==> src/rtl/lslb_pkg.sv <==
// ----------------------------------------------------------------------------
// lslb_pkg: shared types and constants for the LED strip length detector
// Field widths, request kinds, result commands, detection phases and the
// divide-by-three helper used for the pixel count.
// ----------------------------------------------------------------------------
package lslb_pkg;

	// field widths
	localparam int unsigned CH_W     = 5;
	localparam int unsigned SAMPLE_W = 16;
	localparam int unsigned POS_W    = 11;
	localparam int unsigned COUNT_W  = 10;

	// request kinds
	localparam logic KIND_START  = 1'b0;
	localparam logic KIND_SAMPLE = 1'b1;

	// result commands
	localparam logic CMD_PROBE  = 1'b0;
	localparam logic CMD_FINISH = 1'b1;

	// pixel types
	localparam logic PIX_GRB  = 1'b0;
	localparam logic PIX_RGBW = 1'b1;

	// probe lengths in bytes
	localparam logic [1:0] COARSE_LEN = 2'd3;
	localparam logic [1:0] FINE_LEN   = 2'd1;

	// coarse bisection runs while the halved step is at least this
	localparam logic [POS_W-1:0] MIN_COARSE_STEP = 11'd6;

	// detection phase, one-hot
	typedef enum logic [3:0] {
		PH_IDLE   = 4'b0001,
		PH_FIRST  = 4'b0010,
		PH_COARSE = 4'b0100,
		PH_FINE   = 4'b1000
	} phase_t;

	// floor(x / 3) for a 12-bit x (below 4096), kept to the count width
	function automatic logic [COUNT_W-1:0] div3(input logic [11:0] x);
		logic [23:0] p;
		p = {12'd0, x} * 24'd2731;
		return p[22:13];
	endfunction

endpackage

==> src/rtl/lslb_ifs.sv <==
// ----------------------------------------------------------------------------
// lslb_ifs: request and result channels of the LED strip length detector
// Valid/ready channels; a request is taken when valid and ready are both high.
// ----------------------------------------------------------------------------

// incoming request: start or sample reply
interface lslb_req_if;
	logic                          valid;
	logic                          ready;
	logic                          kind;
	logic [lslb_pkg::CH_W-1:0]     channel;
	logic [lslb_pkg::SAMPLE_W-1:0] sample;

	modport source (output valid, kind, channel, sample, input ready);
	modport sink   (input valid, kind, channel, sample, output ready);
endinterface

// outgoing result: probe command or finish report
interface lslb_rsp_if;
	logic                         valid;
	logic                         ready;
	logic                         command;
	logic [lslb_pkg::CH_W-1:0]    out_channel;
	logic [lslb_pkg::POS_W-1:0]   range_start;
	logic [lslb_pkg::POS_W-1:0]   range_end;
	logic                         fine_precision;
	logic                         pixel_format;
	logic [lslb_pkg::COUNT_W-1:0] pixel_total;
	logic                         uneven_count;

	modport source (output valid, command, out_channel, range_start, range_end,
		fine_precision, pixel_format, pixel_total, uneven_count, input ready);
	modport sink   (input valid, command, out_channel, range_start, range_end,
		fine_precision, pixel_format, pixel_total, uneven_count, output ready);
endinterface

==> src/rtl/led_strip_length_bisection_core.sv <==
// ----------------------------------------------------------------------------
// led_strip_length_bisection_core: LED strip length and pixel width detector
// Bisects on current samples: coarse 3-byte probes, then fine 1-byte probes,
// then reports pixel type and count for the probed channel.
// ----------------------------------------------------------------------------
//
// channel   | dir | handshake        | payload
// ----------+-----+------------------+---------------------------------------
// req       | in  | valid / ready    | kind, channel, sample
// rsp       | out | valid / ready    | command, out_channel, range, counts
// cfg       | in  | cfg_we           | cfg_wdata (off_reference)
//
// One request per cycle is taken while req.ready is high; its result (if any)
// is registered and shows on rsp in the cycle after acceptance.
// req.ready is high while the result register is empty or being drained,
// so a stalled rsp holds at most one result and back-pressures req.
// arst_n clears the phase, bounds, reference and result valid at once.
//
module led_strip_length_bisection_core #(
	parameter int unsigned MAX_STRIP_BYTES = 1536
) (
	input  logic                          clk,
	input  logic                          arst_n,
	input  logic                          cfg_we,
	input  logic [lslb_pkg::SAMPLE_W-1:0] cfg_wdata,
	lslb_req_if.sink                      req,
	lslb_rsp_if.source                    rsp
);

	localparam int unsigned PW = lslb_pkg::POS_W;
	localparam int unsigned CW = lslb_pkg::COUNT_W;
	localparam logic [PW-1:0] INIT_FIRST_OFF = PW'(MAX_STRIP_BYTES);
	localparam logic [PW-1:0] INIT_PROBE     = PW'(MAX_STRIP_BYTES >> 1);
	localparam logic [PW-1:0] INIT_STEP      = PW'(MAX_STRIP_BYTES >> 2);

	// state
	lslb_pkg::phase_t              phase_q, phase_n;
	logic [PW-1:0]                 last_on_q, last_on_n;
	logic [PW-1:0]                 first_off_q, first_off_n;
	logic [PW-1:0]                 probe_q, probe_n;
	logic [PW-1:0]                 step_q, step_n;
	logic [PW-1:0]                 coarse_base_q, coarse_base_n;
	logic [lslb_pkg::CH_W-1:0]     chan_q, chan_n;
	logic [lslb_pkg::SAMPLE_W-1:0] off_ref_q;

	// result register
	logic                          rsp_valid_q;
	logic                          cmd_q, fine_q, ptype_q, uneven_q;
	logic [lslb_pkg::CH_W-1:0]     ochan_q;
	logic [PW-1:0]                 rstart_q, rend_q;
	logic [CW-1:0]                 count_q;

	// next result
	logic                          has_rsp;
	logic                          cmd_n, fine_n, ptype_n, uneven_n;
	logic [PW-1:0]                 rstart_n;
	logic [1:0]                    rlen_n;
	logic [CW-1:0]                 count_n;

	logic                          accept;
	logic [12:0]                   th12;
	logic [14:0]                   th14;
	logic                          off12, off14;

	assign accept    = req.valid && req.ready;
	assign req.ready = !rsp_valid_q || rsp.ready;

	// off thresholds from the dark reference
	assign th12  = 13'(({1'b0, off_ref_q} + 17'd8) >> 4) + 13'd2;
	assign th14  = 15'(({1'b0, off_ref_q} + 17'd2) >> 2) + 15'd3;
	assign off12 = req.sample <= {3'd0, th12};
	assign off14 = req.sample <= {1'b0, th14};

	// next state and result for the request at the port
	always_comb begin
		logic [PW-1:0] c_step;
		logic [PW-1:0] c_last;
		logic [PW-1:0] c_first;
		logic [PW-1:0] c_pos;
		logic [PW-1:0] f_low;
		logic [PW:0]   sum;
		logic [15:0]   diff;
		logic [11:0]   fo;

		phase_n       = phase_q;
		last_on_n     = last_on_q;
		first_off_n   = first_off_q;
		probe_n       = probe_q;
		step_n        = step_q;
		coarse_base_n = coarse_base_q;
		chan_n        = chan_q;
		has_rsp       = 1'b0;
		cmd_n         = lslb_pkg::CMD_PROBE;
		fine_n        = 1'b0;
		rstart_n      = '0;
		rlen_n        = '0;
		ptype_n       = lslb_pkg::PIX_GRB;
		count_n       = '0;
		uneven_n      = 1'b0;

		c_step  = step_q >> 1;
		c_last  = last_on_q;
		c_first = first_off_q;
		c_pos   = probe_q;
		f_low   = '0;
		sum     = '0;
		diff    = '0;
		fo      = '0;

		if (req.kind == lslb_pkg::KIND_START) begin
			// start: light bytes 0..2 on the new channel
			chan_n   = req.channel;
			phase_n  = lslb_pkg::PH_FIRST;
			has_rsp  = 1'b1;
			rlen_n   = lslb_pkg::COARSE_LEN;
		end else begin
			unique case (phase_q)
				lslb_pkg::PH_FIRST: begin
					has_rsp = 1'b1;
					if (off12) begin
						// nothing lit: empty strip
						phase_n = lslb_pkg::PH_IDLE;
						cmd_n   = lslb_pkg::CMD_FINISH;
					end else begin
						last_on_n   = 11'd3;
						first_off_n = INIT_FIRST_OFF;
						probe_n     = INIT_PROBE;
						step_n      = INIT_STEP;
						phase_n     = lslb_pkg::PH_COARSE;
						rstart_n    = INIT_PROBE;
						rlen_n      = lslb_pkg::COARSE_LEN;
					end
				end
				lslb_pkg::PH_COARSE: begin
					has_rsp = 1'b1;
					if (off12) begin
						c_first = probe_q;
						c_pos   = probe_q - step_q;
					end else begin
						c_last = probe_q + 11'd3;
						c_pos  = probe_q + step_q;
					end
					step_n      = c_step;
					first_off_n = c_first;
					if (c_step >= lslb_pkg::MIN_COARSE_STEP) begin
						last_on_n = c_last;
						probe_n   = c_pos;
						rstart_n  = c_pos;
						rlen_n    = lslb_pkg::COARSE_LEN;
					end else begin
						// switch to fine bisection
						f_low         = c_last - 11'd2;
						sum           = {1'b0, f_low} + {1'b0, c_first};
						coarse_base_n = c_first;
						last_on_n     = f_low;
						probe_n       = sum[PW:1];
						phase_n       = lslb_pkg::PH_FINE;
						rstart_n      = sum[PW:1];
						rlen_n        = lslb_pkg::FINE_LEN;
						fine_n        = 1'b1;
					end
				end
				lslb_pkg::PH_FINE: begin
					has_rsp = 1'b1;
					if (off14) begin
						c_first = probe_q;
					end else begin
						c_last = probe_q + 11'd1;
					end
					first_off_n = c_first;
					last_on_n   = c_last;
					if (c_last < c_first) begin
						sum      = {1'b0, c_last} + {1'b0, c_first};
						probe_n  = sum[PW:1];
						rstart_n = sum[PW:1];
						rlen_n   = lslb_pkg::FINE_LEN;
						fine_n   = 1'b1;
					end else begin
						// bounds met: classify the byte count
						phase_n = lslb_pkg::PH_IDLE;
						cmd_n   = lslb_pkg::CMD_FINISH;
						diff    = {5'd0, coarse_base_q} - {5'd0, c_first};
						fo      = {1'b0, c_first};
						if (diff == 16'd0 || diff == 16'd3 || diff == 16'd6 ||
						    diff == 16'd9) begin
							count_n = lslb_pkg::div3(fo);
						end else if (diff == 16'd4 || diff == 16'd8) begin
							ptype_n = lslb_pkg::PIX_RGBW;
							count_n = {1'b0, c_first[PW-1:2]};
						end else begin
							count_n  = lslb_pkg::div3(fo + 12'd2);
							uneven_n = 1'b1;
						end
					end
				end
				default: begin
					// idle: stray reply, no result
				end
			endcase
		end
	end

	// configuration register
	always_ff @(posedge clk or negedge arst_n) begin
		if (!arst_n) begin
			off_ref_q <= '0;
		end else if (cfg_we) begin
			off_ref_q <= cfg_wdata;
		end
	end

	// detection state
	always_ff @(posedge clk or negedge arst_n) begin
		if (!arst_n) begin
			phase_q       <= lslb_pkg::PH_IDLE;
			last_on_q     <= '0;
			first_off_q   <= '0;
			probe_q       <= '0;
			step_q        <= '0;
			coarse_base_q <= '0;
			chan_q        <= '0;
		end else if (accept) begin
			phase_q       <= phase_n;
			last_on_q     <= last_on_n;
			first_off_q   <= first_off_n;
			probe_q       <= probe_n;
			step_q        <= step_n;
			coarse_base_q <= coarse_base_n;
			chan_q        <= chan_n;
		end
	end

	// result valid
	always_ff @(posedge clk or negedge arst_n) begin
		if (!arst_n) begin
			rsp_valid_q <= 1'b0;
		end else if (accept) begin
			rsp_valid_q <= has_rsp;
		end else if (rsp.ready) begin
			rsp_valid_q <= 1'b0;
		end
	end

	// result payload
	always_ff @(posedge clk) begin
		if (accept && has_rsp) begin
			cmd_q    <= cmd_n;
			ochan_q  <= chan_n;
			rstart_q <= rstart_n;
			rend_q   <= rstart_n + {9'd0, rlen_n};
			fine_q   <= fine_n;
			ptype_q  <= ptype_n;
			count_q  <= count_n;
			uneven_q <= uneven_n;
		end
	end

	assign rsp.valid          = rsp_valid_q;
	assign rsp.command        = cmd_q;
	assign rsp.out_channel    = ochan_q;
	assign rsp.range_start    = rstart_q;
	assign rsp.range_end      = rend_q;
	assign rsp.fine_precision = fine_q;
	assign rsp.pixel_format   = ptype_q;
	assign rsp.pixel_total    = count_q;
	assign rsp.uneven_count   = uneven_q;

endmodule
==> src/flat_wrapper.sv <==
// flat-port wrapper written by rule: the top's interface ports become plain ports
module led_strip_length_bisection_core_flat 
#(
	parameter int unsigned MAX_STRIP_BYTES = 1536
)
  (clk, arst_n, cfg_we, cfg_wdata, req_valid, req_kind, req_channel, req_sample, req_ready, rsp_valid, rsp_command, rsp_out_channel, rsp_range_start, rsp_range_end, rsp_fine_precision, rsp_pixel_format, rsp_pixel_total, rsp_uneven_count, rsp_ready);
  lslb_req_if req_i ();
  lslb_rsp_if rsp_i ();
  input  logic clk;
  input  logic arst_n;
  input  logic cfg_we;
  input  logic [lslb_pkg::SAMPLE_W-1:0] cfg_wdata;
  input wire logic [$bits(req_i.valid)-1:0] req_valid;
  input wire logic [$bits(req_i.kind)-1:0] req_kind;
  input wire logic [$bits(req_i.channel)-1:0] req_channel;
  input wire logic [$bits(req_i.sample)-1:0] req_sample;
  output wire logic [$bits(req_i.ready)-1:0] req_ready;
  output wire logic [$bits(rsp_i.valid)-1:0] rsp_valid;
  output wire logic [$bits(rsp_i.command)-1:0] rsp_command;
  output wire logic [$bits(rsp_i.out_channel)-1:0] rsp_out_channel;
  output wire logic [$bits(rsp_i.range_start)-1:0] rsp_range_start;
  output wire logic [$bits(rsp_i.range_end)-1:0] rsp_range_end;
  output wire logic [$bits(rsp_i.fine_precision)-1:0] rsp_fine_precision;
  output wire logic [$bits(rsp_i.pixel_format)-1:0] rsp_pixel_format;
  output wire logic [$bits(rsp_i.pixel_total)-1:0] rsp_pixel_total;
  output wire logic [$bits(rsp_i.uneven_count)-1:0] rsp_uneven_count;
  input wire logic [$bits(rsp_i.ready)-1:0] rsp_ready;
  assign req_i.valid = req_valid;
  assign req_i.kind = req_kind;
  assign req_i.channel = req_channel;
  assign req_i.sample = req_sample;
  assign req_ready = req_i.ready;
  assign rsp_valid = rsp_i.valid;
  assign rsp_command = rsp_i.command;
  assign rsp_out_channel = rsp_i.out_channel;
  assign rsp_range_start = rsp_i.range_start;
  assign rsp_range_end = rsp_i.range_end;
  assign rsp_fine_precision = rsp_i.fine_precision;
  assign rsp_pixel_format = rsp_i.pixel_format;
  assign rsp_pixel_total = rsp_i.pixel_total;
  assign rsp_uneven_count = rsp_i.uneven_count;
  assign rsp_i.ready = rsp_ready;
  led_strip_length_bisection_core #(.MAX_STRIP_BYTES(MAX_STRIP_BYTES)) u_core (.clk(clk), .arst_n(arst_n), .cfg_we(cfg_we), .cfg_wdata(cfg_wdata), .req(req_i), .rsp(rsp_i));
endmodule
==> config.mk <==
export PLATFORM = sky130hd
export DESIGN_NAME = led_strip_length_bisection_core_flat
export DESIGN_NICKNAME = d
export VERILOG_FILES = /design/src/rtl/lslb_pkg.sv /design/src/rtl/lslb_ifs.sv /design/src/rtl/led_strip_length_bisection_core.sv /design/src/flat_wrapper.sv
export SDC_FILE = /design/constraint.sdc
export NUM_CORES = 1
export LEC_CHECK = 0
export ABC_AREA = 1
export BUFFER_PORTS_ARGS = -buffer_cell sky130_fd_sc_hd__buf_4
export CAP_MARGIN = 20
export CORE_ASPECT_RATIO = 1.25
export CORE_MARGIN = 2
export CORE_UTILIZATION = 25
export DETAILED_ROUTE_END_ITERATION = 8
export GPL_TIMING_DRIVEN = 0
export SKIP_LAST_GASP = 1
export SYNTH_ARGS = -nofsm -noshare
export SYNTH_HDL_FRONTEND = slang
export SYNTH_SLANG_ARGS = --single-unit
==> constraint.sdc <==
create_clock -name clk -period 17.1 [get_ports clk]
set_clock_uncertainty 0.15 [all_clocks]
set_input_delay 3.42 -clock clk [delete_from_list [all_inputs] [get_ports clk]]
set_output_delay 3.42 -clock clk [all_outputs]
set_load 0.02 [all_outputs]
==> run_summary.xml <==
<?xml version="1.0" encoding="UTF-8"?>
<metrics>
  <group name="clock_tree">
    <metric name="path_clk_slew" unit="ps">70</metric>
    <metric name="htree_depth" unit="">4</metric>
    <metric name="cts-resized-gates" unit="">0</metric>
    <metric name="cts_post_setup_buffers_inserted" unit="">0</metric>
    <metric name="cts_made_buffers" unit="">17</metric>
    <metric name="clock_latency" unit="ps">470</metric>
    <metric name="cts.root.buffer_cell" unit="">sky130_fd_sc_hd__clkbuf_16</metric>
    <metric name="cts.sinks" unit="">119</metric>
    <metric name="cts_buffer_depth" unit="">2</metric>
    <metric name="cts_tree" unit="">done</metric>
    <metric name="hold_buffers" unit="">0</metric>
  </group>
  <group name="global_routing">
    <metric name="grt_max_degree" unit="">79</metric>
    <metric name="number_of_global_route_vias_before_repair" unit="">14200</metric>
    <metric name="gr-usage-all-layers" unit="">0.146</metric>
    <metric name="wire_length_of_the_first_global_routing_pass" unit="um">74600</metric>
    <metric name="global_route.overflow_total" unit="">0</metric>
    <metric name="antenna_found_initial" unit="">0</metric>
  </group>
  <group name="logic_synthesis">
    <metric name="post_synth_fa_ha_maj_area_fraction" unit="">0.276</metric>
    <metric name="synth_seq_area_share" unit="">0.202</metric>
    <metric name="synthDominantCellAreaShare" unit="">0.183</metric>
    <metric name="syn-cell-area" unit="sq um">15800</metric>
    <metric name="postSynthAreaPerCell" unit="sq um">7.46</metric>
    <metric name="synth_seq_cells" unit="">119</metric>
    <metric name="number_of_different_library_cells_in_the_post_synthesis_netlist" unit="">61</metric>
    <metric name="netlist_instances" unit="">2116</metric>
    <metric name="yosysTopAreaCell" unit="">sky130_fd_sc_hd__ha_1</metric>
    <metric name="synth_async_sr_flop_share" unit="">0.655</metric>
    <metric name="synth_top_family_by_area" unit="">adder cells</metric>
    <metric name="synthXorXnorAreaFrac" unit="">0.0643</metric>
    <metric name="synth_compound_gate_area_share" unit="">0.134</metric>
    <metric name="netlist_top_cells_count" unit="">442 x sky130_fd_sc_hd__nand2_1, 358 x sky130_fd_sc_hd__inv_1, 231 x sky130_fd_sc_hd__ha_1</metric>
    <metric name="synthesis.yosys.warnings" unit="">0</metric>
    <metric name="synth_enable_flop_cells" unit="">41</metric>
    <metric name="synth_nets" unit="">2463</metric>
    <metric name="synthSimpleGateAreaFrac" unit="">0.220</metric>
    <metric name="synth_most_common_cell" unit="">sky130_fd_sc_hd__nand2_1</metric>
    <metric name="post_synth_mux_area_share" unit="">0.00357</metric>
    <metric name="post_synth_main_area_contributors" unit="">sky130_fd_sc_hd__ha_1 18%, sky130_fd_sc_hd__dfrtp_1 12%, sky130_fd_sc_hd__nand2_1 11%</metric>
    <metric name="synthFlopType" unit="">sky130_fd_sc_hd__dfrtp_1</metric>
  </group>
  <group name="floorplanning">
    <metric name="floorplan.initialDensity" unit="">0.251</metric>
    <metric name="design.die.area" unit="sq um">65200</metric>
    <metric name="io-pin-count" unit="">86</metric>
    <metric name="die_x" unit="um">229</metric>
    <metric name="count_of_standard_cell_rows" unit="">103</metric>
    <metric name="chipHeight" unit="um">285</metric>
    <metric name="coreArea" unit="sq um">62800</metric>
  </group>
  <group name="critical_path">
    <metric name="cp.required" unit="ps">17140</metric>
    <metric name="rr_worst_depth" unit="">46</metric>
    <metric name="cpMaxStageDelayCell" unit="">sky130_fd_sc_hd__o21ai_0</metric>
    <metric name="start_kind" unit="">primary input</metric>
    <metric name="timing.critical_path.arrival" unit="ps">11420</metric>
    <metric name="critical_path.most_common_cell" unit="">sky130_fd_sc_hd__nand2_1</metric>
    <metric name="critPathMaxStageDelay" unit="ps">780</metric>
    <metric name="timing.rr.start" unit="">u_core.off_ref_q[3]</metric>
    <metric name="critPathCaptureType" unit="">flop</metric>
    <metric name="worstSetupStartpoint" unit="">req_sample[3]</metric>
    <metric name="critical_path_fanout_max" unit="">10</metric>
    <metric name="critical_path_class" unit="">primary input to flop</metric>
  </group>
  <group name="layout">
    <metric name="syn2layout_area_growth" unit="%">14.6</metric>
    <metric name="filler_cell_count" unit="">6905</metric>
    <metric name="finalNetCount" unit="">2570</metric>
    <metric name="diodes" unit="">0</metric>
    <metric name="final_layout_size_suffix_gt1_frac" unit="">0.0984</metric>
  </group>
  <group name="run_status">
    <metric name="result_of_the_run" unit="">completed</metric>
  </group>
  <group name="timing">
    <metric name="period_minus_slack" unit="ps">11380</metric>
    <metric name="fin_crit_sh" unit="">0.665</metric>
    <metric name="drv_slew" unit="">0</metric>
    <metric name="tns" unit="ps">0</metric>
    <metric name="timing.final.setup_violations" unit="">0</metric>
    <metric name="setup_repair_after_global_routing_missed_its_margin" unit="">no</metric>
    <metric name="worstMarginPinSlew" unit="ps">976</metric>
    <metric name="fmax" unit="MHz">87.9</metric>
    <metric name="max-slew-margin-rel" unit="">0.343</metric>
    <metric name="hold_viol" unit="">0</metric>
  </group>
  <group name="flow_run">
    <metric name="drv.max_cap_violation_count" unit="">0</metric>
  </group>
  <group name="drt">
    <metric name="routed_wire_length_per_instance" unit="um">15.3</metric>
    <metric name="totalWireLength" unit="um">47000</metric>
    <metric name="dr.max_layer_used" unit="">met4</metric>
    <metric name="routed-wl-met3" unit="um">1540</metric>
    <metric name="detail-route-antenna-nets" unit="">0</metric>
    <metric name="drc_errors" unit="">0</metric>
    <metric name="drtIter0Drc" unit="">779</metric>
    <metric name="total_number_of_vias" unit="">14100</metric>
    <metric name="met1Wirelength" unit="um">19500</metric>
    <metric name="met2RoutedLength" unit="um">24200</metric>
    <metric name="drt_pre_antenna_iters" unit="">5</metric>
    <metric name="detail_route.vias_per_cell" unit="">4.59</metric>
  </group>
  <group name="hold_path">
    <metric name="class_of_the_tightest_hold_or_removal_check" unit="">flop to flop</metric>
    <metric name="holdPathStages" unit="">2</metric>
    <metric name="timing.hold.worst.start" unit="">u_core.coarse_base_q[6]</metric>
  </group>
  <group name="place">
    <metric name="port-buffer-count" unit="">83</metric>
    <metric name="gp_congestion" unit="">0.926</metric>
    <metric name="detailed_place_hpwl" unit="um">38400</metric>
  </group>
</metrics>
[critical path: cells and delay by family]
kind | cells | cell delay, ps
and+or+nand+nor | 12 | 1000
adders and majority gates | 8 | 3330
xor gates and xnor gates | 2 | 470
AOI/OAI and AO/OA | 7 | 1740
buffers and inverters | 10 | 1420
[per-layer routing]
layer	vias to the layer above	track usage
li1	7155	-
met1	6620	0.167
met2	256	0.272
met3	79	0.0196
met4	0	0.0632
met5	-	0
[registers in the layout, summed over array words and instances (netlist names), 9 cells and up]
name,count
u_core.step_q,9
u_core.rsp.range_start,11
u_core.rsp.pixel_total,10
u_core.off_ref_q,15
u_core.coarse_base_q,11
u_core.probe_q,11
u_core.rsp.range_end,11
u_core.first_off_q,11
u_core.last_on_q,11
[layout by cell type, fill, tap and decap left out, types with 5 or more instances in the layout]
master                      count
sky130_fd_sc_hd__inv_6          5
sky130_fd_sc_hd__clkbuf_16     17
sky130_fd_sc_hd__nor4_1         5
sky130_fd_sc_hd__xnor2_1       25
sky130_fd_sc_hd__nand4_1       26
sky130_fd_sc_hd__a31oi_1        7
sky130_fd_sc_hd__nand3_1       94
sky130_fd_sc_hd__a22oi_1        9
sky130_fd_sc_hd__inv_1        358
sky130_fd_sc_hd__a21oi_1      128
sky130_fd_sc_hd__edfxtp_1      41
sky130_fd_sc_hd__nand2_1      442
sky130_fd_sc_hd__dfrtp_1       77
sky130_fd_sc_hd__ha_1         231
sky130_fd_sc_hd__o221ai_1       6
sky130_fd_sc_hd__or2_2          6
sky130_fd_sc_hd__o21ai_2       10
sky130_fd_sc_hd__a21o_1         6
sky130_fd_sc_hd__buf_6          5
sky130_fd_sc_hd__buf_4         85
sky130_fd_sc_hd__o21ai_1       17
sky130_fd_sc_hd__nor2_1       141
sky130_fd_sc_hd__nor2_2         9
sky130_fd_sc_hd__inv_2         19
sky130_fd_sc_hd__a211oi_1       5
sky130_fd_sc_hd__o21ai_0      128
sky130_fd_sc_hd__xor2_1        89
sky130_fd_sc_hd__o22ai_1       19
sky130_fd_sc_hd__nor3_1        26
sky130_fd_sc_hd__o21bai_1       8
sky130_fd_sc_hd__clkbuf_1      24
sky130_fd_sc_hd__nand2_2       13
sky130_fd_sc_hd__mux2_2         5
sky130_fd_sc_hd__fa_1          73
sky130_fd_sc_hd__nand3b_1       6
[through the flow]
| stage | hold slack, ps | worst slack (ps) | instance area, sq um | std cells | utilization |
|---|---|---|---|---|---|
| after CTS | 350 | 5560 | 18000 | 3073 | 0.288 |
| after detailed placement | 331 | 5070 | 17500 | 3041 | 0.279 |
| after global routing | 375 | 5110 | 18100 | 3076 | 0.288 |
| final | 351 | 5720 | 18100 | 3076 | 0.288 |
| after global placement | 322 | 5120 | 17500 | 3039 | 0.278 |
| after floorplan | 303 | 7110 | 15800 | 2116 | - |
[cell type report]
| class | count | area, sq um | share of cell area |
|---|---|---|---|
| multi-input cells | 1585 | 11000 | 0.609 |
| plain buffers | 33 | 165 | 0.00913 |
| flip-flops and latches | 119 | 3180 | 0.176 |
| repair buffers | 88 | 693 | 0.0383 |
| inverters | 379 | 1430 | 0.0788 |
| clock inverters | 14 | 115 | 0.00636 |
| clock buffers | 18 | 439 | 0.0243 |
| well taps | 840 | 1050 | 0.0581 |
[cells by family after synthesis]
logic type	after synthesis
compound gates	369
buf+inv	412
xor+xnor	115
flops	119
simple gates	792
mux	5
fa+ha+maj	304
[path summary, 6_finish.rpt]
| path | end | slack [ps] |
|---|---|---|
| min in group asynchronous | u_core.off_ref_q[2] | 2680 |
| hold / removal | u_core.coarse_base_q[6] | 350 |
| hold reg to reg | u_core.coarse_base_q[6] | 350 |
| setup / recovery | u_core.rsp.pixel_total[4] | 5720 |
| max in group asynchronous | u_core.phase_q[0] | 13450 |
| setup reg to reg | u_core.rsp.pixel_total[4] | 6300 |
Power is left out: the tool's default activity adds up to more than one toggle a clock period on the data nets, which glitch-free logic cannot reach.
